--- src/sv/rmws_pkg.sv ---
// Shared types, codes and reset values for the radio module watchdog sequencer.
package rmws_pkg;

	localparam logic [7:0] TICKS_PER_SECOND_RST = 8'd50;
	localparam logic [7:0] STUCK_SECONDS_RST = 8'd10;
	localparam logic [7:0] IDLE_MINUTES_RST = 8'd60;
	localparam logic [7:0] SETTLE_TICKS_RST = 8'd5;
	localparam logic SLEEP_GATE_RST = 1'b0;
	localparam logic [5:0] SECS_PER_MIN = 6'd60;

	localparam int CFG_ADDR_W = 5;

	typedef enum logic [2:0] {
		REG_TICKS_PER_SECOND = 3'd0,
		REG_STUCK_SECONDS = 3'd1,
		REG_IDLE_MINUTES = 3'd2,
		REG_SETTLE_TICKS = 3'd3,
		REG_SLEEP_GATE = 3'd4
	} reg_idx_t;

	typedef enum logic [2:0] {
		CMD_NONE = 3'd0,
		CMD_IDLE = 3'd1,
		CMD_POWER_ON = 3'd2,
		CMD_POWER_OFF = 3'd3,
		CMD_RESTART = 3'd4
	} cmd_t;

	typedef enum logic [3:0] {
		ST_IDLE = 4'b0001,
		ST_ON = 4'b0010,
		ST_OFF = 4'b0100,
		ST_RESTART = 4'b1000
	} seq_t;

	typedef enum logic [1:0] {
		PHASE_IDLE = 2'd0,
		PHASE_ON = 2'd1,
		PHASE_OFF = 2'd2,
		PHASE_RESTART = 2'd3
	} phase_t;

	typedef enum logic [1:0] {
		PIN_LOW = 2'd0,
		PIN_FLOAT = 2'd1,
		PIN_UART = 2'd2
	} pin_t;

	typedef struct packed {
		logic [7:0] ticks_per_second;
		logic [7:0] stuck_seconds;
		logic [7:0] idle_minutes;
		logic [7:0] settle_ticks;
		logic sleep_gate_enable;
	} cfg_t;

	typedef struct packed {
		logic [7:0] high_ticks;
		logic [7:0] high_secs;
		logic [7:0] low_ticks;
		logic [7:0] low_secs;
		logic [7:0] quiet_ticks;
		logic [5:0] quiet_secs;
		logic [7:0] quiet_mins;
		seq_t seq;
		logic [7:0] settle_count;
		logic init_mark;
		logic enable;
		pin_t pins;
	} state_t;

	localparam state_t STATE_RST = '{
		high_ticks: 8'd0,
		high_secs: 8'd0,
		low_ticks: 8'd0,
		low_secs: 8'd0,
		quiet_ticks: 8'd0,
		quiet_secs: 6'd0,
		quiet_mins: 8'd0,
		seq: ST_IDLE,
		settle_count: 8'd0,
		init_mark: 1'b0,
		enable: 1'b0,
		pins: PIN_LOW
	};

endpackage

--- src/sv/rmws_step.sv ---
// Next-state logic for one tick: command, three watchdogs and one sequencer step.
module rmws_step (
	input  rmws_pkg::cfg_t   cfg,
	input  rmws_pkg::state_t cur,
	input  logic             status_level,
	input  logic             data_seen,
	input  logic [2:0]       command,
	input  logic             sleeping,
	output rmws_pkg::state_t nxt,
	output logic             fired
);
	import rmws_pkg::*;

	always_comb begin
		state_t s;
		logic fire;
		logic [7:0] t1;
		logic [7:0] s1;
		logic [7:0] m1;
		logic [8:0] cnt_inc;
		logic settle_done;

		s = cur;
		fire = 1'b0;
		m1 = 8'd0;

		case (cmd_t'(command))
			CMD_IDLE: begin
				s.seq = ST_IDLE;
				s.init_mark = 1'b1;
			end
			CMD_POWER_ON: begin
				s.seq = ST_ON;
				s.init_mark = 1'b1;
			end
			CMD_POWER_OFF: begin
				s.seq = ST_OFF;
				s.init_mark = 1'b1;
			end
			CMD_RESTART: begin
				s.seq = ST_RESTART;
				s.init_mark = 1'b1;
			end
			default: begin
			end
		endcase

		if (status_level) begin
			s.low_ticks = 8'd0;
			s.low_secs = 8'd0;
			t1 = cur.high_ticks + 8'd1;
			s1 = cur.high_secs + 8'd1;
			s.high_ticks = t1;
			if (t1 >= cfg.ticks_per_second) begin
				s.high_ticks = 8'd0;
				s.high_secs = s1;
				if (s1 >= cfg.stuck_seconds) begin
					s.high_secs = 8'd0;
					fire = 1'b1;
				end
			end
		end else begin
			s.high_ticks = 8'd0;
			s.high_secs = 8'd0;
			t1 = cur.low_ticks + 8'd1;
			s1 = cur.low_secs + 8'd1;
			s.low_ticks = t1;
			if (t1 >= cfg.ticks_per_second) begin
				s.low_ticks = 8'd0;
				s.low_secs = s1;
				if (s1 >= cfg.stuck_seconds) begin
					s.low_secs = 8'd0;
					fire = 1'b1;
				end
			end
		end

		if (data_seen) begin
			s.quiet_ticks = 8'd0;
			s.quiet_secs = 6'd0;
			s.quiet_mins = 8'd0;
		end
		s.quiet_ticks = s.quiet_ticks + 8'd1;
		if (s.quiet_ticks >= cfg.ticks_per_second) begin
			s.quiet_ticks = 8'd0;
			s.quiet_secs = s.quiet_secs + 6'd1;
			if (s.quiet_secs >= SECS_PER_MIN) begin
				s.quiet_secs = 6'd0;
				m1 = s.quiet_mins + 8'd1;
				s.quiet_mins = m1;
				if (m1 >= cfg.idle_minutes) begin
					s.quiet_mins = 8'd0;
					fire = 1'b1;
				end
			end
		end

		if (fire) begin
			s.seq = ST_RESTART;
			s.init_mark = 1'b1;
		end

		cnt_inc = 9'd0;
		settle_done = 1'b0;
		case (s.seq)
			ST_ON: begin
				if (s.init_mark) begin
					s.init_mark = 1'b0;
					s.settle_count = 8'd0;
					s.pins = PIN_FLOAT;
					s.enable = 1'b1;
				end
				cnt_inc = {1'b0, s.settle_count} + 9'd1;
				settle_done = cnt_inc > {1'b0, cfg.settle_ticks};
				if (settle_done) begin
					s.settle_count = 8'd0;
					s.seq = ST_IDLE;
					s.pins = PIN_UART;
				end else begin
					s.settle_count = cnt_inc[7:0];
				end
			end
			ST_OFF: begin
				s.init_mark = 1'b0;
				s.settle_count = 8'd0;
				s.enable = 1'b0;
				s.seq = ST_IDLE;
				s.pins = PIN_LOW;
			end
			ST_RESTART: begin
				if (!(cfg.sleep_gate_enable && sleeping)) begin
					if (s.init_mark) begin
						s.init_mark = 1'b0;
						s.settle_count = 8'd0;
						s.enable = 1'b0;
						s.pins = PIN_LOW;
					end
					cnt_inc = {1'b0, s.settle_count} + 9'd1;
					settle_done = cnt_inc > {1'b0, cfg.settle_ticks};
					if (settle_done) begin
						s.settle_count = 8'd0;
						s.seq = ST_ON;
						s.init_mark = 1'b1;
					end else begin
						s.settle_count = cnt_inc[7:0];
					end
				end
			end
			default: begin
			end
		endcase

		nxt = s;
		fired = fire;
	end

endmodule

--- src/sv/radio_module_watchdog_sequencer_core.sv ---
// Top level of the radio module watchdog and power sequencer with its register port.
// Each input beat is one periodic tick; the block returns exactly one result beat per tick,
// registered in the cycle after the tick is taken, and accepts a new tick in every cycle
// while the result register is empty or being drained. All timers and the sequencer update
// together, so the sustained rate is one tick per clock, limited only by the downstream side.
// Registers sit at byte offsets 0x00 ticks_per_second, 0x04 stuck_seconds, 0x08 idle_minutes,
// 0x0C settle_ticks and 0x10 sleep_gate_enable, and should be written only while idle.
module radio_module_watchdog_sequencer_core (
	input  logic                            clk,
	input  logic                            arst_n,
	input  logic                            psel,
	input  logic                            penable,
	input  logic                            pwrite,
	input  logic [rmws_pkg::CFG_ADDR_W-1:0] paddr,
	input  logic [31:0]                     pwdata,
	output logic [31:0]                     prdata,
	output logic                            pready,
	input  logic                            in_valid,
	output logic                            in_ready,
	input  logic                            status_level,
	input  logic                            data_seen,
	input  logic [2:0]                      command,
	input  logic                            sleeping,
	output logic                            out_valid,
	input  logic                            out_ready,
	output logic [1:0]                      phase,
	output logic                            module_enable,
	output logic [1:0]                      pin_mode,
	output logic                            restart_fired
);
	import rmws_pkg::*;

	cfg_t cfg_q;
	state_t st_q;
	state_t st_d;
	logic fired_d;
	logic accept;
	reg_idx_t reg_idx;
	logic out_valid_q;
	phase_t phase_q;
	logic enable_q;
	pin_t pins_q;
	logic fired_q;
	phase_t phase_d;

	assign pready = 1'b1;
	assign reg_idx = reg_idx_t'(paddr[4:2]);

	always_ff @(posedge clk or negedge arst_n) begin
		if (!arst_n) begin
			cfg_q.ticks_per_second <= TICKS_PER_SECOND_RST;
			cfg_q.stuck_seconds <= STUCK_SECONDS_RST;
			cfg_q.idle_minutes <= IDLE_MINUTES_RST;
			cfg_q.settle_ticks <= SETTLE_TICKS_RST;
			cfg_q.sleep_gate_enable <= SLEEP_GATE_RST;
		end else if (psel && penable && pwrite) begin
			case (reg_idx)
				REG_TICKS_PER_SECOND: cfg_q.ticks_per_second <= pwdata[7:0];
				REG_STUCK_SECONDS: cfg_q.stuck_seconds <= pwdata[7:0];
				REG_IDLE_MINUTES: cfg_q.idle_minutes <= pwdata[7:0];
				REG_SETTLE_TICKS: cfg_q.settle_ticks <= pwdata[7:0];
				REG_SLEEP_GATE: cfg_q.sleep_gate_enable <= pwdata[0];
				default: begin
				end
			endcase
		end
	end

	always_comb begin
		case (reg_idx)
			REG_TICKS_PER_SECOND: prdata = {24'd0, cfg_q.ticks_per_second};
			REG_STUCK_SECONDS: prdata = {24'd0, cfg_q.stuck_seconds};
			REG_IDLE_MINUTES: prdata = {24'd0, cfg_q.idle_minutes};
			REG_SETTLE_TICKS: prdata = {24'd0, cfg_q.settle_ticks};
			REG_SLEEP_GATE: prdata = {31'd0, cfg_q.sleep_gate_enable};
			default: prdata = 32'd0;
		endcase
	end

	rmws_step u_step (
		.cfg(cfg_q),
		.cur(st_q),
		.status_level(status_level),
		.data_seen(data_seen),
		.command(command),
		.sleeping(sleeping),
		.nxt(st_d),
		.fired(fired_d)
	);

	always_comb begin
		case (st_d.seq)
			ST_IDLE: phase_d = PHASE_IDLE;
			ST_ON: phase_d = PHASE_ON;
			ST_OFF: phase_d = PHASE_OFF;
			ST_RESTART: phase_d = PHASE_RESTART;
			default: phase_d = PHASE_IDLE;
		endcase
	end

	assign in_ready = !out_valid_q || out_ready;
	assign accept = in_valid && in_ready;

	always_ff @(posedge clk or negedge arst_n) begin
		if (!arst_n) begin
			st_q <= STATE_RST;
			out_valid_q <= 1'b0;
		end else begin
			if (accept) begin
				st_q <= st_d;
				out_valid_q <= 1'b1;
			end else if (out_ready) begin
				out_valid_q <= 1'b0;
			end
		end
	end

	always_ff @(posedge clk) begin
		if (accept) begin
			phase_q <= phase_d;
			enable_q <= st_d.enable;
			pins_q <= st_d.pins;
			fired_q <= fired_d;
		end
	end

	assign out_valid = out_valid_q;
	assign phase = phase_q;
	assign module_enable = enable_q;
	assign pin_mode = pins_q;
	assign restart_fired = fired_q;

	// The enable line is high exactly when the link pins are not driven low.
	a_enable_pins: assert property (@(posedge clk) disable iff (!arst_n)
		st_q.enable == (st_q.pins != PIN_LOW))
		else $error("enable and pin mode disagree");

	// A watchdog restart leaves the sequencer in restart, or in power-on when settling is instant.
	a_fired_phase: assert property (@(posedge clk) disable iff (!arst_n)
		(out_valid_q && fired_q) |-> (phase_q == PHASE_RESTART || phase_q == PHASE_ON))
		else $error("restart fired without restart or power-on phase");

	// Every accepted tick produces a result beat in the next cycle.
	a_result_follows: assert property (@(posedge clk) disable iff (!arst_n)
		accept |=> out_valid_q)
		else $error("accepted tick produced no result");

	a_pins_legal: assert property (@(posedge clk) disable iff (!arst_n)
		st_q.pins == PIN_LOW || st_q.pins == PIN_FLOAT || st_q.pins == PIN_UART)
		else $error("illegal pin mode");

endmodule
--- config.mk ---
export PLATFORM = sky130hd
export DESIGN_NAME = radio_module_watchdog_sequencer_core
export DESIGN_NICKNAME = d
export VERILOG_FILES = /design/src/sv/rmws_pkg.sv /design/src/sv/rmws_step.sv /design/src/sv/radio_module_watchdog_sequencer_core.sv
export SDC_FILE = /design/constraint.sdc
export NUM_CORES = 1
export LEC_CHECK = 0
export ABC_AREA = 1
export BUFFER_PORTS_ARGS = -buffer_cell sky130_fd_sc_hd__buf_4
export CAP_MARGIN = 20
export CORE_MARGIN = 2
export CORE_UTILIZATION = 49
export CTS_BUF_LIST = sky130_fd_sc_hd__clkbuf_4 sky130_fd_sc_hd__clkbuf_8 sky130_fd_sc_hd__clkbuf_16
export DETAILED_ROUTE_END_ITERATION = 10
export PLACE_DENSITY = 0.78
export RECOVER_POWER = 100
export SLEW_MARGIN = 10
export SYNTH_ARGS = -nofsm -noshare
export SYNTH_HDL_FRONTEND = slang
export SYNTH_SLANG_ARGS = --single-unit
--- constraint.sdc ---
create_clock -name clk -period 6.4 [get_ports clk]
set_clock_uncertainty 0.15 [all_clocks]
set_input_delay 1.28 -clock clk [delete_from_list [all_inputs] [get_ports clk]]
set_output_delay 1.28 -clock clk [all_outputs]
set_load 0.01 [all_outputs]
Word level (Yosys, flattened, before mapping)
Index checks and enable logic that the tools add are counted.
{ "classes": {"shifts": 0, "order_cmp": 9, "n_bitwise": 0, "reduce_logical": 19, "n_eq_ne": 16, "div": 0, "add_sub_neg": 9, "multipliers": 0, "muxes": 38} }
{ "op_table": {"columns": ["operator", "count"], "rows": [
  ["$mux 12", 5],
  ["$add 8x1->8 const B", 6],
  ["$ge 8x8->1", 6],
  ["$mux 16", 3],
  ["$pmux 16 s3", 1],
  ["$mux 22", 2],
  ["$mux 8", 5],
  ["$pmux 8 s5", 1],
  ["$mux 32", 1],
  ["$add 8x1->9 const B", 2],
  ["$gt 9x8->1", 2],
  ["$pmux 4 s4", 1],
  ["$mux 14", 1],
  ["$reduce_and 2->1", 7],
  ["$mux 1", 13],
  ["$eq 3x2->1 const B", 4],
  ["$mux 4", 3],
  ["$eq 4x2->1 const B", 2],
  ["$eq 4x3->1 const B", 2],
  ["$eq 4x4->1 const B", 2],
  ["$add 6x1->6 const B", 1],
  ["$eq 3x1->1 const B", 2],
  ["$eq 3x3->1 const B", 2],
  ["$ge 6x6->1 const B", 1],
  ["12 further kinds", 16]
]} }
{ "totals": {"n_memories": 0, "latch_bits": 0, "ff_bits": 110, "input_bits": 50, "romBits": 0, "ram_bits": 0, "wordCells": 113} }

Logic depth before layout (Yosys ltp)
Gate-level depths: netlist of the first run.
{ "depth": {"depth_word": 19, "ltp_mapped": 36} }

Hierarchy
Synthesis of the first run repeated with hierarchy kept, for this count alone.
{ "hier_totals": {"cells_unflattened": 1228, "hier_area_um2": 8569.5} }
{ "by_module_without_submodules": {"columns": ["mod", "cells_each", "n_inst", "area_per_inst_um2"], "rows": [
  ["radio_module_watchdog_sequencer_core", 540, 1, 4725.8],
  ["rmws_step", 688, 1, 3843.7]
]} }

Worst setup path before layout of the first run
Ideal clock, no wire load.
{ "synth_path": {"path_kind": "input-to-reg", "startpoint": "in data_seen", "endpoint": "reg pins_q[0], in the netlist pin_mode[0] (data pin)", "n_path_buf": 2, "setup_slack_ns": 0.298, "path_stages": 31, "t_required_ns": 5.995, "arrival_ns": 5.697, "path_cell_list": "buf_6 > inv_4 > clkbuf_1 > nand2_1 > nor3_1 > nand3_1 > nor3_1 > xnor2_1 > ha_1 > nand2_1 > inv_1 > nor2_1 > o21a_1 > a21boi_2 > nor2_4 > nor2_8 > nand2_4 > nor2_4 > ha_1 > nand4_1 > nor2_1 > xor2_1 > ha_1 > nand4_1 > o221a_2 > o21ai_0 > a21oi_1 > o21bai_1 > nand3_1 > nand2_1 > and2_1"} }
{ "synth_lines": {"columns": ["element", "line", "text"], "rows": [
  ["start, declared", "radio_module_watchdog_sequencer_core.sv:21", "input logic data_seen,"],
  ["end signal, assigned", "radio_module_watchdog_sequencer_core.sv:122", "pins_q <= st_d.pins;"],
  ["end, declared", "radio_module_watchdog_sequencer_core.sv:42", "pin_t pins_q;"]
]} }

==> metrics.cfg, run 1 <==
[cts]
numClockSinks = 110
clk_path_buf_depth = 2
cts-root-buf = clkbuf_16
clock_latency_ps = 360
cts_hold_repair.buffers = 0
numCtsBuffers = 9
cts_tree = done
htreeDepth = 3
clkTransAtPathRegs_ps = 70

[route]
routed_via_density = 5.28
wl_per_cell_microns = 13.8
num_vias = 6480
drc_errors = 0
ant_nets = 0
wl_mm = 17.0
drt_iter0_drc = 461
firstDrtPassIters = 5

[power_and_ir_drop]
power_leakage_nw = 4.36
power_mw = 2.29
worst_ir_drop_vdd_v = 0.000173
power_density_nw_per_um2 = 278

[layout]
fin_area_sq_um = 8240
areaGrowthSynthToFinish_pct = 8.86
area.sequential_sq_um = 2800
multi_input_area_sq_um = 3930
nets = 1148
final_common_cell = nand2_1
n_fill_cell = 1436
final_cell_mix = nand2_1, inv_1, dfrtp_1, o21ai_0, nor2_1
drive_above_1_share = 0.0847
antennaDiodeCount = 0
utilization = 0.544

[floorplanning]
rows = 45
io_pins = 91
core_region_area_sq_um = 15100
initial_core_util = 0.500
dieArea_sq_um = 16500
die_x_microns = 128
die_y_microns = 128

[sta]
rsz0062_at_grt = no
hold_violations = 0
setup_tns_ps = 0
slew_viol_final = 138
finalSetupViolations = 0
period_needed_ps = 5940
post-route-period-util = 0.929
max_freq_ghz = 0.168
max_slew_margin = -0.368
hold-worst-slack_ps = 320
worstMarginPinSlew_ps = 2050

[setup_path]
crit_top_cell = nor2_1
cp-start-kind = primary input
crit_fanout = 18
worstSetupPathType = in2reg
crit_arrival_ps = 5910
endpoint_kind = flip-flop
crit_required_ps = 6370
path_buf_inv = 3
crit_family = simple AND/OR/NAND/NOR gates
max_stage_delay_ps = 300
slowest_stage = xor2_1

[run_status]
failed_checks = max-capacitance violations, max-slew violations
run_status = complete, but fails checks

[synth]
yosysTopAreaCellShare = 0.304
synth_top_area_cell = dfrtp_1
ys_warn_count = 0
syn-cell-area_sq_um = 7570
ys_ff_latch = 110
syn_inst = 987
synth_area_leaders = dfrtp_1, nand2_1, ha_1
ys_seq_area_frac = 0.370
yosys.cell_types.count = 48
synth.avg_cell_area_sq_um = 7.67

[global_route]
grt_max_degree = 68
grt_pass1_wl_mm = 28.4
grt_pass1_vias = 5892
grt_antenna_before_repair = 0
grt.overflow.total = 0
grt_util_all_layers = 0.216

[job]
drv_cap = 3

[placement]
port_buffers = 39
gp_congestion = 0.863
dp_hpwl_mm = 12.6
post_dp_cell_area_sq_um = 8030

[worst_hold_path]
hold_class = reg2reg

-- state kept, by name, summed over array words and instances, names as in the netlist --
name and cells:
restart_fired 1, st_q 70, cfg_q 33, module_enable 1, out_valid 1, phase 2
pin_mode 2
-- worst min-delay path, delay by kind of cell, from the launching register on --
kind,cells,cell delay [ps]
AND/OR/NAND/NOR,2,100
flip-flops,1,370
-- worst paths after layout --
check                           slack (ps)                  from  cells past startpoint               endpoint
min in group asynchronous             1350                arst_n                      1   st_q[15]$_DFFE_PN0P_
worst max-delay path                   460             data_seen                     30  pin_mode[0]$_DFFE_PP_
worst min register to register         320  st_q[12]$_DFFE_PN1P_                      2   st_q[12]$_DFFE_PN1P_
worst min-delay path                   320  st_q[12]$_DFFE_PN1P_                      2   st_q[12]$_DFFE_PN1P_
worst max register to register        1090  st_q[38]$_DFFE_PN0P_                     30  pin_mode[0]$_DFFE_PP_
max in group asynchronous             2210                arst_n                      2   st_q[24]$_DFFE_PN0P_
-- cell usage after synthesis (all sizes together) --
master / instances
o21a: 6
buf: 29
o21ai: 90
o221ai: 2
and2: 1
nand2: 237
a22oi: 9
o221a: 1
and3: 1
o22ai: 16
dfrtp: 92
nand3b: 2
edfxtp: 6
xnor2: 3
nor3: 11
inv: 169
ha: 64
nor2: 75
conb: 2
a21oi: 21
nand3: 59
xor2: 30
a21boi: 1
nor4: 1
nand4: 16
dfstp: 12
o21bai: 5
o31ai: 2
a31o: 1
clkinv: 1
a31oi: 5
a22o: 5
clkbuf: 12
-- power breakdown --
| part | switching, mW | internal, mW | leakage (nW) |
|---|---|---|---|
| Clock | 0.263 | 0.349 | 0.160 |
| Combinational | 0.496 | 0.267 | 2.79 |
| Sequential | 0.0919 | 0.828 | 1.42 |
-- timing repair --
item,4_1_cts,5_1_grt
setup buffers,0,0
resized for setup,0,2
setup endpoints to repair,0,14
hold endpoints to repair,0,0
-- stage by stage --
| step | cells | setup WS [ps] |
|---|---|---|
| detailed placement | 1209 | 32.3 |
| global route | 1227 | 18.9 |
| floorplan | 1010 | 298 |
| CTS | 1225 | 401 |
| global placement | 1209 | 144 |
| finish | 1227 | 457 |
-- kinds of logic after synthesis --
| family | after synthesis | share of synthesized area |
|---|---|---|
| buffers and inverters | 211 | 0.118 |
| adders and majority gates | 64 | 0.106 |
| DFF | 110 | 0.370 |
| AOI/OAI and AO/OA | 164 | 0.128 |
| xor gates and xnor gates | 33 | 0.0382 |
| other | 2 | 0.000992 |
| and+or+nand+nor | 403 | 0.239 |
-- per-layer routing --
metal	track usage	vias to the layer above	routed length (microns)
met1	0.310	3048	8100
met3	0.0438	25	798
met2	0.329	160	7700
li1	-	3247	-
met4	0.0659	0	366
met5	0	-	0
-- area by class of cell --
class                   instances  share of cell area
multi-input cells             689               0.477
well taps                     188              0.0285
flip-flops and latches        110               0.340
clock buffers                  12              0.0337
repair buffers                 54              0.0375
clock inverters                 4             0.00623
inverters                     170              0.0777
(Power assumes the default switching activity.)
==> run 2: changes to the inputs <==
Settings changed: RECOVER_POWER 100 to 50.
==> run 2 against run 1 <==
  * The run still ends with max-capacitance violations, max-slew violations left
  * Die area unchanged
  * Sequential power about the same
  * Sequential cell count unchanged
  * Critical path depth unchanged
  * Register-to-register slack about the same
  * Routed wire length decreased by 0.24%
  * Final area increased by 1.1%
  * Clock-buffer cell count unchanged
  * Final cell count unchanged
  * Critical endpoint unchanged
==> metrics.cfg, run 2 (synthesized netlist as in run 1, its figures left out) <==
[sta]
setup_tns_ps = 0  ; unchanged
slew_viol_final = 138  ; unchanged
period_needed_ps = 5940  ; -3.62 ps
hold-worst-slack_ps = 320  ; +0.0230 ps
worstMarginPinSlew_ps = 2070  ; +21.2 ps
rsz0062_at_grt = no
finalSetupViolations = 0  ; unchanged
post-route-period-util = 0.928  ; about the same
max_freq_ghz = 0.168  ; about the same
hold_violations = 0  ; unchanged
max_slew_margin = -0.382  ; -0.0141

[layout]
reg_top3 = st_q (70), cfg_q (33)
utilization = 0.550  ; +0.00595
layout.cells.non_filler = 1227  ; unchanged
nets = 1148  ; unchanged
drive_above_1_share = 0.104  ; +0.0192
n_fill_cell = 1417  ; -1.3%
final_common_cell = nand2_1
areaGrowthSynthToFinish_pct = 10.0
largest_reg_flops = 70  ; unchanged
fin_area_sq_um = 8330  ; +1.1%
top_register = st_q
final_cell_mix = nand2_1, inv_1, dfrtp_1, o21ai_0
antennaDiodeCount = 0  ; unchanged

[power_and_ir_drop]
internal-power_mw = 1.46  ; +0.78%
worst_ir_drop_vdd_v = 0.000174  ; +0.59%
power_leakage_nw = 4.43  ; +1.5%
power_density_nw_per_um2 = 277  ; -0.37%
switchingPower_mw = 0.856  ; +0.60%
p_comb_frac = 0.337  ; +0.005
p_sw_frac = 0.370  ; -0.000439
seqPwrFrac = 0.398  ; -0.003
clkPwrFrac = 0.265  ; -0.002

[placement]
post_dp_cell_area_sq_um = 8030  ; unchanged
gp_congestion = 0.863  ; unchanged
dp_hpwl_mm = 12.6  ; unchanged
port_buffers = 39  ; unchanged
dp.cells = 1209  ; unchanged

[cts]
clkTransAtPathRegs_ps = 70  ; about the same
cts-root-buf = clkbuf_16
numCtsBuffers = 9  ; unchanged
clk_path_buf_depth = 2  ; unchanged
post_cts_buffers = 0  ; unchanged
htreeDepth = 3  ; unchanged
cts_tree = done
numClockSinks = 110  ; unchanged
clock_latency_ps = 360  ; about the same
cts_hold_repair.buffers = 0  ; unchanged

[route]
firstDrtPassIters = 5  ; unchanged
wl_mm = 16.9  ; -0.24%
ant_nets = 0  ; unchanged
drc_errors = 0  ; unchanged
wl_per_cell_microns = 13.8  ; -0.24%
num_vias = 6477  ; -0.046%
routed_via_density = 5.28  ; about the same
drt_iter0_drc = 483  ; +4.8%

[global_route]
grt_pass1_wl_mm = 28.4  ; unchanged
grt_util_all_layers = 0.216  ; unchanged
grt.overflow.total = 0  ; unchanged
grt_antenna_before_repair = 0  ; unchanged
grt_max_degree = 68  ; unchanged
grt_pass1_vias = 5892  ; unchanged

[floorplanning]
dieArea_sq_um = 16500  ; unchanged
die_y_microns = 128  ; unchanged
initial_core_util = 0.500  ; unchanged
rows = 45  ; unchanged
die_x_microns = 128  ; unchanged
io_pins = 91  ; unchanged
core_region_area_sq_um = 15100  ; unchanged

[setup_path]
max_stage_delay_ps = 300  ; about the same
cp-start-kind = primary input
slowest_stage = xor2_1
endpoint_kind = flip-flop
crit_arrival_ps = 5910  ; about the same
crit_required_ps = 6370  ; about the same
worstSetupPathType = in2reg
crit_fanout = 18  ; unchanged

[run_status]
failed_checks = max-capacitance violations, max-slew violations
run_status = complete, but fails checks

[job]
drv_cap = 3  ; unchanged

[worst_hold_path]
hold_class = reg2reg

## run 2: repair_timing
| item | in CTS | in global routing |
|---|---|---|
| hold endpoints to repair | 0 | 0 |
| resized for setup | 0 | 2 |
| setup endpoints to repair | 0 | 14 |
## run 2: worst paths after layout
| check | startpoint | to | cells past startpoint | slack (ps) |
|---|---|---|---|---|
| min in group asynchronous | arst_n | st_q[15]$_DFFE_PN0P_ | 1 | 1360 |
| worst max-delay path | data_seen | pin_mode[0]$_DFFE_PP_ | 30 | 460 |
| worst min register to register | st_q[12]$_DFFE_PN1P_ | st_q[12]$_DFFE_PN1P_ | 2 | 320 |
| max in group asynchronous | arst_n | st_q[24]$_DFFE_PN0P_ | 2 | 2200 |
| worst min-delay path | st_q[12]$_DFFE_PN1P_ | st_q[12]$_DFFE_PN1P_ | 2 | 320 |
| worst max register to register | st_q[38]$_DFFE_PN0P_ | pin_mode[0]$_DFFE_PP_ | 30 | 1100 |
## run 2: metal layers
layer,part of all wire,GRT usage,wire length (microns),vias to the layer above
li1,-,-,-,3247
met1,0.48,0.310,8050,3057
met2,0.45,0.329,7680,145
met3,0.048,0.0438,815,28
met4,0.022,0.0659,373,0
met5,0,0,0,-
## run 2: worst max-delay path: cells and delay by family
| kind | cells | cell delay [ps] |
|---|---|---|
| and+or+nand+nor | 16 | 2130 |
| AOI/OAI and AO/OA | 6 | 1030 |
| adders and majority gates | 3 | 690 |
| xor gates and xnor gates | 2 | 480 |
| buffers and inverters | 3 | 290 |
## run 2: layout make-up
| type | instances | area, sq um | area share |
|---|---|---|---|
| clock inverter | 4 | 51.3 | 0.00616 |
| timing repair buffer | 54 | 359 | 0.0431 |
| inverter | 170 | 641 | 0.0769 |
| tap | 188 | 235 | 0.0282 |
| sequential | 110 | 2800 | 0.336 |
| clock buffer | 12 | 278 | 0.0333 |
| multi-input combinational | 689 | 3970 | 0.476 |
## run 2: stage by stage
| step | total power, mW | setup slack, ps |
|---|---|---|
| after floorplan | 1.48 | 298 |
| after global placement | 1.68 | 144 |
| after detailed placement | 1.71 | 32.3 |
| after CTS | 2.33 | 401 |
| after global routing | 2.48 | 28.0 |
| final | 2.31 | 460 |
## run 2: power groups by stage
stage	clock [mW]	combinational [mW]	sequential, mW
floorplan	0	0.570	0.909
global placement	0	0.754	0.926
detailed placement	0	0.781	0.930
CTS	0.623	0.787	0.918
global route	0.653	0.897	0.934
finish	0.612	0.779	0.920
==> run 3: changes to the inputs <==
Settings changed: BUFFER_PORTS_ARGS -buffer_cell sky130_fd_sc_hd__buf_4 to -buffer_cell sky130_fd_sc_hd__buf_2.
==> run 3 against run 2 <==
  * The run still ends with max-capacitance violations, max-slew violations left
  * Die area unchanged
  * Routed wire length up 0.21%
  * Clock power down 8.0%
  * Combinational power down 1%
  * Final cell count about the same
  * Non-clock buffer count down 1
  * First-iteration DRC count down 6.2%
  * Hold slack better by 1.1 ps
  * Via count down 0.40%
  * Final area down 1.4%
  * Core utilization down 0.74 points
==> metrics.cfg, run 3 (synthesized netlist as in run 1, its figures left out) <==
[layout]
top_register = st_q
final_common_cell = nand2_1
nets = 1147  ; -0.087%
antennaDiodeCount = 0  ; unchanged
reg_top3 = st_q (70), cfg_q (33)
areaGrowthSynthToFinish_pct = 8.56
drive_above_1_share = 0.105  ; +0.00106
final_cell_mix = nand2_1, inv_1, dfrtp_1, o21ai_0, ha_1
largest_reg_flops = 70  ; unchanged

[power_and_ir_drop]
internal-power_mw = 1.39  ; -4.6%
power_leakage_nw = 4.39  ; -0.77%
switchingPower_mw = 0.863  ; +0.87%
seqPwrFrac = 0.409  ; +0.011
worst_ir_drop_vdd_v = 0.000172  ; -0.86%
clkPwrFrac = 0.250  ; -0.015
p_sw_frac = 0.383  ; +0.0130
p_comb_frac = 0.341  ; +0.004
power_density_nw_per_um2 = 274  ; -1.2%

[sta]
finalSetupViolations = 0  ; unchanged
rsz0062_at_grt = no
period_needed_ps = 6000  ; +57.9 ps
slew_viol_final = 97  ; -30%
post-route-period-util = 0.937  ; +0.00905
max_freq_ghz = 0.167  ; -0.97%
max_slew_margin = -0.0956  ; +0.287
setup_tns_ps = 0  ; unchanged
hold-worst-slack_ps = 321  ; +1.10 ps
hold_violations = 0  ; unchanged
worstMarginPinSlew_ps = 1640  ; -430 ps

[global_route]
grt_pass1_wl_mm = 28.0  ; -1.1%
grt.overflow.total = 0  ; unchanged
grt_antenna_before_repair = 0  ; unchanged
grt_util_all_layers = 0.214  ; -0.00150
grt_max_degree = 84  ; +24%
grt_pass1_vias = 5970  ; +1.3%

[floorplanning]
die_x_microns = 128  ; unchanged
initial_core_util = 0.500  ; unchanged
die_y_microns = 128  ; unchanged
rows = 45  ; unchanged
io_pins = 91  ; unchanged
dieArea_sq_um = 16500  ; unchanged
core_region_area_sq_um = 15100  ; unchanged

[setup_path]
ff2ff_path_depth = 30  ; unchanged
crit_required_ps = 6370  ; about the same
cp-start-kind = primary input
crit_arrival_ps = 5970  ; +60 ps
slowest_stage = ha_1
endpoint_kind = flip-flop
crit_fanout = 14  ; -4
worstSetupPathType = in2reg
max_stage_delay_ps = 330  ; +30 ps

[cts]
clkTransAtPathRegs_ps = 70  ; about the same
clk_path_buf_depth = 2  ; unchanged
numCtsBuffers = 9  ; unchanged
cts_tree = done
post_cts_buffers = 0  ; unchanged
clock_latency_ps = 370  ; about the same
htreeDepth = 3  ; unchanged
cts-root-buf = clkbuf_16
numClockSinks = 110  ; unchanged

[route]
drc_errors = 0  ; unchanged
ant_nets = 0  ; unchanged
firstDrtPassIters = 6  ; +1
routed_via_density = 5.26  ; -0.32%
wl_mm = 17.0  ; +0.21%
wl_per_cell_microns = 13.8  ; +0.29%
num_vias = 6451  ; -0.40%
drt_iter0_drc = 453  ; -6.2%

[run_status]
run_status = complete, but fails checks
failed_checks = max-capacitance violations, max-slew violations

[job]
drv_cap = 2  ; -1

[placement]
port_buffers = 39  ; unchanged
gp_congestion = 0.829  ; -3.9%
dp_hpwl_mm = 12.8  ; +2.0%

[worst_hold_path]
hold_class = reg2reg
hold_depth = 2  ; unchanged

## run 3: cell count changes in the layout (fill, tap and decap cells not counted), sizes merged
cell	delta
clkinvlp	-1
clkbuf	-3
bufinv	-1
inv	+3
buf	+1
## run 3: worst max-delay path: cells and delay by family
kind                       cells  cell delay [ps]
and+or+nand+nor               16             2120
buffers and inverters          3              330
AOI/OAI and AO/OA              6             1090
xor gates and xnor gates       2              310
adders and majority gates      3              830
## run 3: layout make-up
cell class | instances | area (sq um)
tap | 188 | 235
inverter | 170 | 641
fill | 1409 | 6930
timing repair buffer | 53 | 280
clock inverter | 5 | 40.0
multi-input combinational | 689 | 3970
clock buffer | 11 | 253
sequential | 110 | 2800
## run 3: what timing repair did
| item | 4_1_cts | 5_1_grt |
|---|---|---|
| hold buffers | 0 | 0 |
| setup endpoints to repair | 0 | 12 |
| gates resized for setup | 0 | 2 |
## run 3: final timing paths
kind                                       from                     to  slack (ps)
setup / recovery                      data_seen  pin_mode[0]$_DFFE_PP_         400
hold / removal             st_q[12]$_DFFE_PN1P_   st_q[12]$_DFFE_PN1P_         320
setup reg to reg           st_q[48]$_DFFE_PN0P_  pin_mode[0]$_DFFE_PP_        1140
hold reg to reg            st_q[12]$_DFFE_PN1P_   st_q[12]$_DFFE_PN1P_         320
max in group asynchronous                arst_n   st_q[24]$_DFFE_PN0P_        2020
min in group asynchronous                arst_n   st_q[13]$_DFFE_PN0P_        1020
## run 3: per-layer routing
layer  up-vias  global-route usage  wire [microns]
met5         -                   0               0
met4         0              0.0517             215
met1      3056               0.293            7960
li1       3234                   -               -
met2       143               0.351            8000
met3        18              0.0430             777
## run 3: power by group through the flow
stage          Combinational [mW]  Sequential, mW  Clock [mW]
4_1_cts                     0.772           0.918       0.579
3_3_place_gp                0.739           0.926           0
5_1_grt                     0.878           0.934       0.599
3_5_place_dp                0.770           0.929           0
2_1_floorplan               0.570           0.909           0
6_report                    0.768           0.921       0.563
## run 3: metrics by stage
stage	power (mW)	setup WS, ps	std cells	instance area [sq um]	utilization
6_report	2.25	402	1226	8220	0.543
5_1_grt	2.41	2.97	1226	8220	0.543
4_1_cts	2.27	439	1225	8220	0.543
3_5_place_dp	1.70	62.7	1209	7930	0.524
3_3_place_gp	1.67	201	1209	7930	0.524
2_1_floorplan	1.48	298	1010	7660	-
